## config.mk

```make
export PLATFORM = sky130hd
export DESIGN_NAME = websocket_frame_deframer_core
export DESIGN_NICKNAME = d
export VERILOG_FILES = /design/src/design/wsfd_pkg.sv /design/src/design/wsfd_front.sv /design/src/design/wsfd_queue.sv /design/src/design/wsfd_back.sv /design/src/design/websocket_frame_deframer_core.sv
export SDC_FILE = /design/constraint.sdc
export NUM_CORES = 1
export LEC_CHECK = 0
export ABC_AREA = 0
export BUFFER_PORTS_ARGS = -buffer_cell sky130_fd_sc_hd__buf_2
export CORE_ASPECT_RATIO = 0.75
export CORE_MARGIN = 2
export CORE_UTILIZATION = 40
export CTS_CLUSTER_DIAMETER = 80
export DETAILED_ROUTE_END_ITERATION = 7
export PLACE_DENSITY_LB_ADDON = 0.08
export SETUP_SLACK_MARGIN = 0.2
export SLEW_MARGIN = 20
export SYNTH_ARGS = -nofsm -noshare
export SYNTH_HDL_FRONTEND = slang
export SYNTH_SLANG_ARGS = --single-unit
```

## constraint.sdc

```tcl
create_clock -name i_clk -period 5.21 [get_ports i_clk]
set_clock_uncertainty 0.1 [all_clocks]
set_input_delay 0.2605 -clock i_clk [delete_from_list [all_inputs] [get_ports i_clk]]
set_output_delay 0.2605 -clock i_clk [all_outputs]
set_load 0.02 [all_outputs]
```

## src/design/wsfd_pkg.sv

```systemverilog
`timescale 1ns / 1ps

package wsfd_pkg;

    // Default depth of the queue between the parser and the output stage
    localparam int QUEUE_DEPTH_DEF = 4;

    // Length codes in the second header byte
    localparam logic [6:0] LEN_CODE_16 = 7'd126;
    localparam logic [6:0] LEN_CODE_64 = 7'd127;

    // Byte counts of the extended length and key fields
    localparam logic [3:0] EXT16_BYTES = 4'd2;
    localparam logic [3:0] EXT64_BYTES = 4'd8;
    localparam logic [3:0] KEY_BYTES   = 4'd4;

    // One classified request handed from the parser to the output stage
    typedef struct packed {
        logic [7:0] data;
        logic [7:0] key;
        logic       has_data;
        logic [3:0] opcode;
        logic       fin;
        logic       last;
    } t_entry;

endpackage

```

## src/design/wsfd_front.sv

```systemverilog
`timescale 1ns / 1ps

module wsfd_front (
    input  logic                i_clk,
    input  logic                i_rst_n,
    input  logic                i_take,
    input  logic [7:0]          i_byte,
    output logic                o_push,
    output wsfd_pkg::t_entry    o_entry
);

    localparam logic [2:0] PH_HDR0    = 3'd0;
    localparam logic [2:0] PH_HDR1    = 3'd1;
    localparam logic [2:0] PH_EXTLEN  = 3'd2;
    localparam logic [2:0] PH_KEY     = 3'd3;
    localparam logic [2:0] PH_PAYLOAD = 3'd4;

    logic [2:0]  r_phase, n_phase;
    logic [3:0]  r_left, n_left;
    logic [63:0] r_remaining, n_remaining;
    logic [31:0] r_key, n_key;
    logic [1:0]  r_idx, n_idx;
    logic        r_fin, n_fin;
    logic [3:0]  r_opcode, n_opcode;
    logic        r_masked, n_masked;

    logic        len_done;
    logic        len_masked;
    logic [63:0] len_value;
    logic [3:0]  left_dec;
    logic [63:0] ext_shift;
    logic [7:0]  key_sel;

    assign left_dec  = r_left - 4'd1;
    assign ext_shift = {r_remaining[55:0], i_byte};

    // Pick the key byte for the current payload position
    always_comb begin
        case (r_idx)
            2'd0:    key_sel = r_key[31:24];
            2'd1:    key_sel = r_key[23:16];
            2'd2:    key_sel = r_key[15:8];
            default: key_sel = r_key[7:0];
        endcase
    end

    // Classify the byte and advance the parse state
    always_comb begin
        n_phase     = r_phase;
        n_left      = r_left;
        n_remaining = r_remaining;
        n_key       = r_key;
        n_idx       = r_idx;
        n_fin       = r_fin;
        n_opcode    = r_opcode;
        n_masked    = r_masked;
        len_done    = 1'b0;
        len_masked  = r_masked;
        len_value   = r_remaining;
        o_push          = 1'b0;
        o_entry.data    = 8'd0;
        o_entry.key     = 8'd0;
        o_entry.has_data = 1'b0;
        o_entry.opcode  = r_opcode;
        o_entry.fin     = r_fin;
        o_entry.last    = 1'b1;

        if (i_take) begin
            case (r_phase)
                PH_HDR1: begin
                    n_masked    = i_byte[7];
                    n_remaining = 64'd0;
                    if (i_byte[6:0] == wsfd_pkg::LEN_CODE_16) begin
                        n_left  = wsfd_pkg::EXT16_BYTES;
                        n_phase = PH_EXTLEN;
                    end else if (i_byte[6:0] == wsfd_pkg::LEN_CODE_64) begin
                        n_left  = wsfd_pkg::EXT64_BYTES;
                        n_phase = PH_EXTLEN;
                    end else begin
                        n_remaining = {57'd0, i_byte[6:0]};
                        len_done    = 1'b1;
                        len_masked  = i_byte[7];
                        len_value   = {57'd0, i_byte[6:0]};
                    end
                end
                PH_EXTLEN: begin
                    n_remaining = ext_shift;
                    n_left      = left_dec;
                    if (left_dec == 4'd0) begin
                        len_done  = 1'b1;
                        len_value = ext_shift;
                    end
                end
                PH_KEY: begin
                    n_key  = {r_key[23:0], i_byte};
                    n_left = left_dec;
                    if (left_dec == 4'd0) begin
                        n_idx = 2'd0;
                        if (r_remaining == 64'd0) begin
                            n_phase = PH_HDR0;
                            o_push  = 1'b1;
                        end else begin
                            n_phase = PH_PAYLOAD;
                        end
                    end
                end
                PH_PAYLOAD: begin
                    n_idx       = r_idx + 2'd1;
                    n_remaining = r_remaining - 64'd1;
                    o_push           = 1'b1;
                    o_entry.data     = i_byte;
                    o_entry.key      = r_masked ? key_sel : 8'd0;
                    o_entry.has_data = 1'b1;
                    o_entry.last     = (r_remaining == 64'd1);
                    if (r_remaining == 64'd1) begin
                        n_phase = PH_HDR0;
                    end
                end
                default: begin
                    n_fin    = i_byte[7];
                    n_opcode = i_byte[3:0];
                    n_phase  = PH_HDR1;
                end
            endcase

            // Length known: go to key, payload, or close an empty frame
            if (len_done) begin
                n_idx = 2'd0;
                if (len_masked) begin
                    n_left  = wsfd_pkg::KEY_BYTES;
                    n_phase = PH_KEY;
                end else if (len_value == 64'd0) begin
                    n_phase = PH_HDR0;
                    o_push  = 1'b1;
                end else begin
                    n_phase = PH_PAYLOAD;
                end
            end
        end
    end

    always_ff @(posedge i_clk) begin
        if (!i_rst_n) begin
            r_phase     <= PH_HDR0;
            r_left      <= 4'd0;
            r_remaining <= 64'd0;
            r_key       <= 32'd0;
            r_idx       <= 2'd0;
            r_fin       <= 1'b0;
            r_opcode    <= 4'd0;
            r_masked    <= 1'b0;
        end else begin
            r_phase     <= n_phase;
            r_left      <= n_left;
            r_remaining <= n_remaining;
            r_key       <= n_key;
            r_idx       <= n_idx;
            r_fin       <= n_fin;
            r_opcode    <= n_opcode;
            r_masked    <= n_masked;
        end
    end

endmodule

```

## src/design/wsfd_queue.sv

```systemverilog
`timescale 1ns / 1ps

module wsfd_queue #(
    parameter int DEPTH = wsfd_pkg::QUEUE_DEPTH_DEF
) (
    input  logic                i_clk,
    input  logic                i_rst_n,
    input  logic                i_push,
    input  wsfd_pkg::t_entry    i_entry,
    input  logic                i_pop,
    output logic                o_full,
    output logic                o_valid,
    output wsfd_pkg::t_entry    o_entry
);

    localparam int PW = (DEPTH > 1) ? $clog2(DEPTH) : 1;
    localparam int CW = $clog2(DEPTH + 1);
    localparam logic [PW-1:0] LAST_PTR = PW'(DEPTH - 1);
    localparam logic [CW-1:0] FULL_CNT = CW'(DEPTH);

    wsfd_pkg::t_entry r_mem [DEPTH];
    logic [PW-1:0] r_wr, n_wr;
    logic [PW-1:0] r_rd, n_rd;
    logic [CW-1:0] r_cnt, n_cnt;
    logic          do_push, do_pop;

    assign do_push = i_push && !o_full;
    assign do_pop  = i_pop && o_valid;
    assign o_full  = (r_cnt == FULL_CNT);
    assign o_valid = (r_cnt != '0);
    assign o_entry = r_mem[r_rd];

    // Advance pointers with wrap at the queue depth
    always_comb begin
        n_wr  = r_wr;
        n_rd  = r_rd;
        n_cnt = r_cnt;
        if (do_push) begin
            n_wr = (r_wr == LAST_PTR) ? '0 : r_wr + PW'(1);
        end
        if (do_pop) begin
            n_rd = (r_rd == LAST_PTR) ? '0 : r_rd + PW'(1);
        end
        case ({do_push, do_pop})
            2'b10:   n_cnt = r_cnt + CW'(1);
            2'b01:   n_cnt = r_cnt - CW'(1);
            default: n_cnt = r_cnt;
        endcase
    end

    always_ff @(posedge i_clk) begin
        if (!i_rst_n) begin
            r_wr  <= '0;
            r_rd  <= '0;
            r_cnt <= '0;
        end else begin
            r_wr  <= n_wr;
            r_rd  <= n_rd;
            r_cnt <= n_cnt;
        end
    end

    // Store the incoming request
    always_ff @(posedge i_clk) begin
        if (do_push) begin
            r_mem[r_wr] <= i_entry;
        end
    end

endmodule

```

## src/design/wsfd_back.sv

```systemverilog
`timescale 1ns / 1ps

module wsfd_back (
    input  logic                i_clk,
    input  logic                i_rst_n,
    input  logic                i_valid,
    input  wsfd_pkg::t_entry    i_entry,
    output logic                o_take,
    input  logic                i_pop,
    output logic                o_empty,
    output logic [7:0]          o_payload_byte,
    output logic                o_has_data,
    output logic [3:0]          o_frame_opcode,
    output logic                o_frame_fin,
    output logic                o_frame_last
);

    logic       r_valid, n_valid;
    logic [7:0] r_byte;
    logic       r_has;
    logic [3:0] r_opcode;
    logic       r_fin;
    logic       r_last;

    // Load the output register when it is free or being drained
    assign o_take = i_valid && (!r_valid || i_pop);

    always_comb begin
        n_valid = r_valid;
        if (o_take) begin
            n_valid = 1'b1;
        end else if (i_pop) begin
            n_valid = 1'b0;
        end
    end

    always_ff @(posedge i_clk) begin
        if (!i_rst_n) begin
            r_valid <= 1'b0;
        end else begin
            r_valid <= n_valid;
        end
    end

    // Unmask the payload byte into the output register
    always_ff @(posedge i_clk) begin
        if (o_take) begin
            r_byte   <= i_entry.data ^ i_entry.key;
            r_has    <= i_entry.has_data;
            r_opcode <= i_entry.opcode;
            r_fin    <= i_entry.fin;
            r_last   <= i_entry.last;
        end
    end

    assign o_empty        = !r_valid;
    assign o_payload_byte = r_byte;
    assign o_has_data     = r_has;
    assign o_frame_opcode = r_opcode;
    assign o_frame_fin    = r_fin;
    assign o_frame_last   = r_last;

endmodule

```

## src/design/websocket_frame_deframer_core.sv

```systemverilog
// A result is registered in the queue and then in the output register.
// Throughput: one stream byte per cycle while the queue is not full.
// A queue of QUEUE_DEPTH requests and one output register absorb pop stalls.
// Reset (synchronous, active low) returns the parser to the first header byte
// and empties the queue and output register.
`timescale 1ns / 1ps

module websocket_frame_deframer_core #(
    parameter int QUEUE_DEPTH = wsfd_pkg::QUEUE_DEPTH_DEF
) (
    input  logic       i_clk,
    input  logic       i_rst_n,
    input  logic       push,
    output logic       full,
    input  logic [7:0] i_stream_byte,
    output logic       empty,
    input  logic       pop,
    output logic [7:0] o_payload_byte,
    output logic       o_has_data,
    output logic [3:0] o_frame_opcode,
    output logic       o_frame_fin,
    output logic       o_frame_last
);

    wsfd_pkg::t_entry front_entry;
    wsfd_pkg::t_entry queue_entry;
    logic             front_push;
    logic             queue_valid;
    logic             back_take;
    logic             take;

    // Accept a byte whenever the queue has room
    assign take = push && !full;

    wsfd_front u_front (
        .i_clk   (i_clk),
        .i_rst_n (i_rst_n),
        .i_take  (take),
        .i_byte  (i_stream_byte),
        .o_push  (front_push),
        .o_entry (front_entry)
    );

    wsfd_queue #(
        .DEPTH (QUEUE_DEPTH)
    ) u_queue (
        .i_clk   (i_clk),
        .i_rst_n (i_rst_n),
        .i_push  (front_push),
        .i_entry (front_entry),
        .i_pop   (back_take),
        .o_full  (full),
        .o_valid (queue_valid),
        .o_entry (queue_entry)
    );

    wsfd_back u_back (
        .i_clk          (i_clk),
        .i_rst_n        (i_rst_n),
        .i_valid        (queue_valid),
        .i_entry        (queue_entry),
        .o_take         (back_take),
        .i_pop          (pop),
        .o_empty        (empty),
        .o_payload_byte (o_payload_byte),
        .o_has_data     (o_has_data),
        .o_frame_opcode (o_frame_opcode),
        .o_frame_fin    (o_frame_fin),
        .o_frame_last   (o_frame_last)
    );

endmodule
```

* Word-level counts from Yosys, hierarchy flattened
Memories as Yosys holds them, arrays and structs flattened. A register that Yosys moved wholly into a read port is not among the register bits.
Index checks and enable logic that the tools add are counted.
** Storage, ports and cells
- Flip-flop bits (word level) :: 134
- Bits in latches :: 0
- Bits in writable memories :: 92
- Bits in read-only memories :: 0
- Bits of input ports :: 12
- Output and inout bits :: 17
- Logic and storage cells :: 125
- Memories kept :: 1
** Memories
- u_queue.r_mem :: depth 4, bits a word 23, rd ports 1, clocked after Yosys merged registers in 1, wr ports 1, line wsfd_queue.sv:21 : wsfd_pkg::t_entry r_mem [DEPTH];
** Operators by class
- Add/sub/neg operators :: 7
- Multipliers :: 0
- Div/mod/pow operators :: 0
- Order comparisons :: 0
- Equality and inequality tests :: 18
- Shift operators :: 0
- Mux-type cells :: 56
- Bitwise gates (word level) :: 2
- Reduce and logical (&&, ||, !) cells :: 24
** Operators by type and width (number)
- $mux W64 :: 5
- $pmux W64 S3 :: 1
- $logic_not A64 Y1 :: 2
- $pmux W64 S2 :: 1
- $eq A64 B1 Y1 const B :: 1
- $sub A64 B1 Y64 const B :: 1
- $mux W17 :: 2
- $mux W3 :: 8
- $pmux W8 S3 :: 1
- $mux W1 :: 20
- $mux W4 :: 4
- $eq A7 B7 Y1 const B :: 2
- $mux W2 :: 6
- $pmux W3 S4 :: 1
- $reduce_bool A3 Y1 :: 3
- $eq A2 B2 Y1 const B :: 4
- $mux W8 :: 1
- $pmux W4 S2 :: 1
- $reduce_and A2 Y1 :: 4
- $xor A8 B8 Y8 :: 1
- $mux W7 :: 1
- $add A2 B1 Y2 const B :: 3
- $eq A3 B2 Y1 const B :: 2
- $eq A3 B3 Y1 const B :: 2
- 22 further kinds :: 30

* Longest topological paths before layout
- Depth in word-level cells :: 13
- Mapped depth :: 16
- Depth with buffers taken out :: 15

* Modules after synthesis
From an unflattened synthesis, not the netlist that was laid out.
** Second synthesis, totals
- Cell total of the unflattened synthesis :: 1233
- Area, all modules :: 11611.1 µm²
** By module, submodules not included
- wsfd_front :: instances 1, cells an instance 1028, area each 7176.9 µm², seq. area each 2222.1 µm²
- wsfd_queue :: instances 1, cells an instance 176, area each 3848.7 µm², seq. area each 2942.8 µm²
- wsfd_back :: instances 1, cells an instance 28, area each 571.8 µm², seq. area each 470.5 µm²
- websocket_frame_deframer_core :: instances 1, cells an instance 1, area each 13.8 µm², seq. area each 0.0 µm²

* Worst setup path before layout
Ideal clock, no wire load.
- Path kind :: register to register
- Start point :: register u_front.r_remaining[48]
- End point :: memory u_queue.r_mem[0][0] (netlist name) (enable)
- Setup time :: 0.403 ns
- Data arrival time :: 3.513 ns
- Required time :: 4.707 ns
- Path slack :: 1.194 ns
- Stages on the path, launching flop included :: 10
- Buffers on the path :: 1
- Period minus slack after synthesis :: 4.016 ns
- Path through :: dfxtp_1 buf_6 or4_4 or3_4 or3_4 nor3_1 nand3_1 a21oi_1 a21oi_1 nor2_1
** Between the ends
- Longest elaborated chain between the ends :: 12
- Elaborated cells on any way between the ends :: 17
- Classes of those cells :: mux: 14; reduce/logical: 3
** Ends and longest elaborated chain
- start, declared :: line wsfd_front.sv:20 : logic [63:0] r_remaining, n_remaining;
- start signal, assigned :: line wsfd_front.sv:155 : r_remaining <= n_remaining;
- $mux W64 :: line wsfd_front.sv:76 : end else if (i_byte[6:0] == wsfd_pkg::LEN_CODE_64) begin
- $mux W64 :: line wsfd_front.sv:73 : if (i_byte[6:0] == wsfd_pkg::LEN_CODE_16) begin
- $pmux W64 S2 :: line wsfd_front.sv:69 : case (r_phase)
- $mux W64 :: line wsfd_front.sv:68 : if (i_take) begin
- $logic_not A64 Y1 :: line wsfd_front.sv:132 : end else if (len_value == 64'd0) begin
- $mux W1 :: line wsfd_front.sv:132
- $mux W1 :: line wsfd_front.sv:129 : if (len_masked) begin
- $mux W1 * :: line wsfd_front.sv:127 : if (len_done) begin
- $mux W1 * :: line wsfd_front.sv:68
- $logic_and A1 B1 Y1 * :: line wsfd_queue.sv:27 : assign do_push = i_push && !o_full;
- $mux W1 * :: line wsfd_queue.sv:65 : if (do_push) begin
- $mux W1 (not written as such) * :: line wsfd_queue.sv:66 : r_mem[r_wr] <= i_entry;
- end, declared :: line wsfd_queue.sv:21
Mark *: on every way between the ends. The rest lies on a longest branch, timed or not. The select of a mux whose other input is x is not followed.

* Worst setup path after layout
- Start point :: register u_front.r_remaining[24]
- End point :: register u_queue.r_cnt[2]
** Between the ends
- Longest elaborated chain between the ends :: 12
- Elaborated cells on any way between the ends :: 19
- Classes of those cells :: eq/ne: 2; mux: 13; reduce/logical: 4
** Ends and longest elaborated chain
- $mux W64 :: line wsfd_front.sv:76
- $mux W64 :: line wsfd_front.sv:73
- $pmux W64 S2 :: line wsfd_front.sv:69
- $mux W64 :: line wsfd_front.sv:68
- $logic_not A64 Y1 :: line wsfd_front.sv:132
- $mux W1 :: line wsfd_front.sv:132
- $mux W1 :: line wsfd_front.sv:129
- $mux W1 * :: line wsfd_front.sv:127
- $mux W1 * :: line wsfd_front.sv:68
- $logic_and A1 B1 Y1 * :: line wsfd_queue.sv:27
- $eq A2 B1 Y1 or $eq A2 B2 Y1 (tied branches) :: line wsfd_queue.sv:44 : case ({do_push, do_pop})
- $pmux W3 S2 or $reduce_bool A2 Y1 (tied branches)
- end signal, assigned :: line wsfd_queue.sv:59 : r_cnt <= n_cnt;
- end, declared :: line wsfd_queue.sv:24 : logic [CW-1:0] r_cnt, n_cnt;
Marks and branches as above.
A chain may end at the register's enable or synchronous reset.

==> impl_metrics.ini <==
[synthesis]
yosysTopAreaCellShare = 0.2805
ys_ff_latch = 228
synth-edff-count = 107
ys_top_cells_by_area = edfxtp_1, dfxtp_1, o21ai_0
syn_avg_cell_area_um2 = 9.482
synth_cell_types = 63
synth-seq-area-share = 0.4920
synth_nets = 1235
yosysMostFrequentCell = nand2_1
yosysWarnings = 0
synth_top_cell_by_area = edfxtp_1
synth_common_cells = nand2_1, dfxtp_1, o21ai_0, edfxtp_1, nor2_1
synth_top_flop_cell = dfxtp_1
async_reset_ff_frac = 0
synthCells = 1208
synth_area_um2 = 11450

[die]
start_util = 0.4074
fp.dieArea_um2 = 30020
io_pins = 29
die_h_um = 150.6
fp-row-count = 53
core-area_um2 = 28120
die_width_um = 199.4

[clocking]
clkSinkCount = 228
cts-root-buf = clkbuf_16
htreeDepth = 1
cts_resized = 0
cts_made_buffers = 25
clk_latency_ns = 0.53
cts_buffer_depth = 3
clk_pin_slew_worst_paths_ns = 0.07
cts_tree = yes

[detailed_routing]
vias = 9267
drtIter0Drc = 877
wl_per_cell_um = 20.24
ant_nets = 0
wl_mm = 32.55
remaining_drc_errors = 0
vias_per_cell = 5.763
dr.pass1.iters = 6

[placement]
hpwl_mm = 21.21
port_buffers = 28
routabilityCongestion = 0.8926
placed_cell_area_um2 = 11980

[setup_path]
cp-end-kind = register
path_max_fanout = 13
rr_endpoint = u_queue.r_cnt[2]
r2r_cells = 13
timing.rr.start = u_front.r_remaining[24]
crit_type = reg -> reg
critPathLaunchType = register
reg2reg_slack_ns = 1.14
critPathRequiredTime_ns = 5.56
worstPathArrival_ns = 4.42

[power]
leakage_nw = 4.520
irDropWorstVdd_mv = 0.2827
p_per_area_nw_per_um2 = 528.3

[sta]
finalMaxSlewViolations = 0
final-hold-violation-count = 0
max_freq_mhz = 245.5
period_needed_ns = 4.073
max-slew-margin-rel = 0.3294
fin_crit_sh = 0.7818
worst_pin_slew_ns = 1.005
finalSetupTns_ns = 0
holdWs_ns = 0.03160
setup_viol = 0
rsz0062_at_grt = no

[global_route]
antenna_found_initial = 0
grt-ovfl-total = 0
grt_max_degree = 92
grt_pass1_vias = 8583
grt_pass1_wl_mm = 51.36
grtUsageTotal = 0.2197

[hold_path]
hp-start = i_stream_byte[7]
hold_path.class = in -> reg
hold-path-endpoint = u_front.r_key[7]
hold_path_depth = 3

[final_layout]
antenna_cells = 0
layout-drive-gt1-share = 0.1047
multiInputGateArea_um2 = 5439
regArea_um2 = 5635
fin_nets = 1232
finalInstanceArea_um2 = 12910
post-route-util = 0.4591
syn_to_final_growth_pct = 12.69
fill_cells = 2748

[job]
drv_cap = 0

[run_status]
outcome = finished clean
## routing by layer
| metal | part of all wire | GRT usage | vias to the layer above |
|---|---|---|---|
| li1 | - | - | 4419 |
| met5 | 0 | 0 | - |
| met2 | 0.40 | 0.3024 | 340 |
| met1 | 0.51 | 0.3592 | 4476 |
| met3 | 0.072 | 0.03315 | 32 |
| met4 | 0.013 | 0.03815 | 0 |
## metrics by stage
stage / setup slack, ns / total power [W] / std cells
floorplan: 1.194 / 0.004114 / 1208
global placement: 1.419 / 0.004932 / 1558
detailed placement: 1.267 / 0.004894 / 1558
CTS: 1.216 / 0.006823 / 1608
global route: 0.8295 / 0.007220 / 1608
finish: 1.137 / 0.006819 / 1608
## sequential cells by signal, summed over array words and instances (netlist names), 3 cells and up, named ones only
register,count
u_front.r_remaining,64
u_front.r_phase,3
u_front.r_opcode,4
u_queue.r_mem,92
u_queue.r_cnt,3
u_front.r_left,4
u_back.o_payload_byte,8
u_front.r_key,32
u_back.o_frame_opcode,4
## cells by family (layout without fill, tap and decap cells)
logic type,Yosys count,after routing,share of synthesized area
muxes,29,29,0.04183
AOI/OAI and AO/OA,329,329,0.1819
and+or+nand+nor,456,456,0.1987
adders and majority gates,15,15,0.01704
DFF,228,228,0.4920
buffers and inverters,109,124,0.03648
xor gates and xnor gates,42,42,0.03211
## critical path, cell delays in order, from the launching register on
cell and delay [ns]:
dfxtp_1 0.46, nor4_1 0.67, nor4b_2 0.51, nand3_1 0.28
nor3_1 0.49, nand3_1 0.14, a21oi_1 0.17, a21oi_1 0.11
ha_1 0.25, inv_1 0.07, fa_1 0.18, xor2_1 0.08
or3_1 0.30, a21boi_0 0.16
## cell usage in the layout (no fill, tap or decap), types with 5 or more instances in the layout
master / instances
nand2_1: 132
dfxtp_1: 121
o21ai_0: 117
edfxtp_1: 107
nor2_1: 88
a21oi_1: 65
and2_1: 41
nor3_1: 40
a21boi_0: 40
xor2_1: 38
nor2b_1: 28
buf_2: 27
clkbuf_16: 25
buf_4: 25
nor4_1: 24
a22oi_1: 24
inv_1: 21
nand3_1: 20
and3_1: 18
mux4_2: 15
a32oi_1: 14
ha_1: 14
mux2i_1: 13
or4_1: 10
or3_1: 10
a222oi_1: 10
nand2b_1: 10
nand4_1: 8
a221oi_1: 8
nor3b_1: 7
a31oi_1: 7
nor2_2: 5
bufinv_16: 5
dlygate4sd3_1: 5
## where the power goes
part / total (W) / switching, W / internal (W)
clock: 0.00191 / 0.000747 / 0.00116
sequential: 0.00232 / 0.000220 / 0.00210
combinational: 0.00259 / 0.00168 / 0.000905
total: 0.00682 / 0.00265 / 0.00417
## cell type report
type | count | share of cell area
well taps | 385 | 0.03732
multi-input cells | 871 | 0.4213
clock buffers | 30 | 0.05147
inverters | 21 | 0.006106
repair buffers | 58 | 0.03044
clock inverters | 15 | 0.01677
flip-flops and latches | 228 | 0.4366
## what timing repair did
item,in CTS,in global routing
hold endpoints to repair,5,0
setup endpoints to repair,0,0
buffers inserted,0,0
hold buffers,5,0
## worst max-delay path by stage
stage,to,start,cells after the start
after floorplan,u_queue.r_mem[0][0],u_front.r_remaining[48],9
after global placement,u_queue.r_cnt[2],u_front.r_remaining[48],13
after detailed placement,u_queue.r_cnt[2],u_front.r_remaining[24],13
after CTS,u_queue.r_cnt[2],u_front.r_remaining[24],13
after global routing,u_queue.r_cnt[2],u_front.r_remaining[24],13
final,u_queue.r_cnt[2],u_front.r_remaining[24],13
Power figures use the tool's default switching activity.
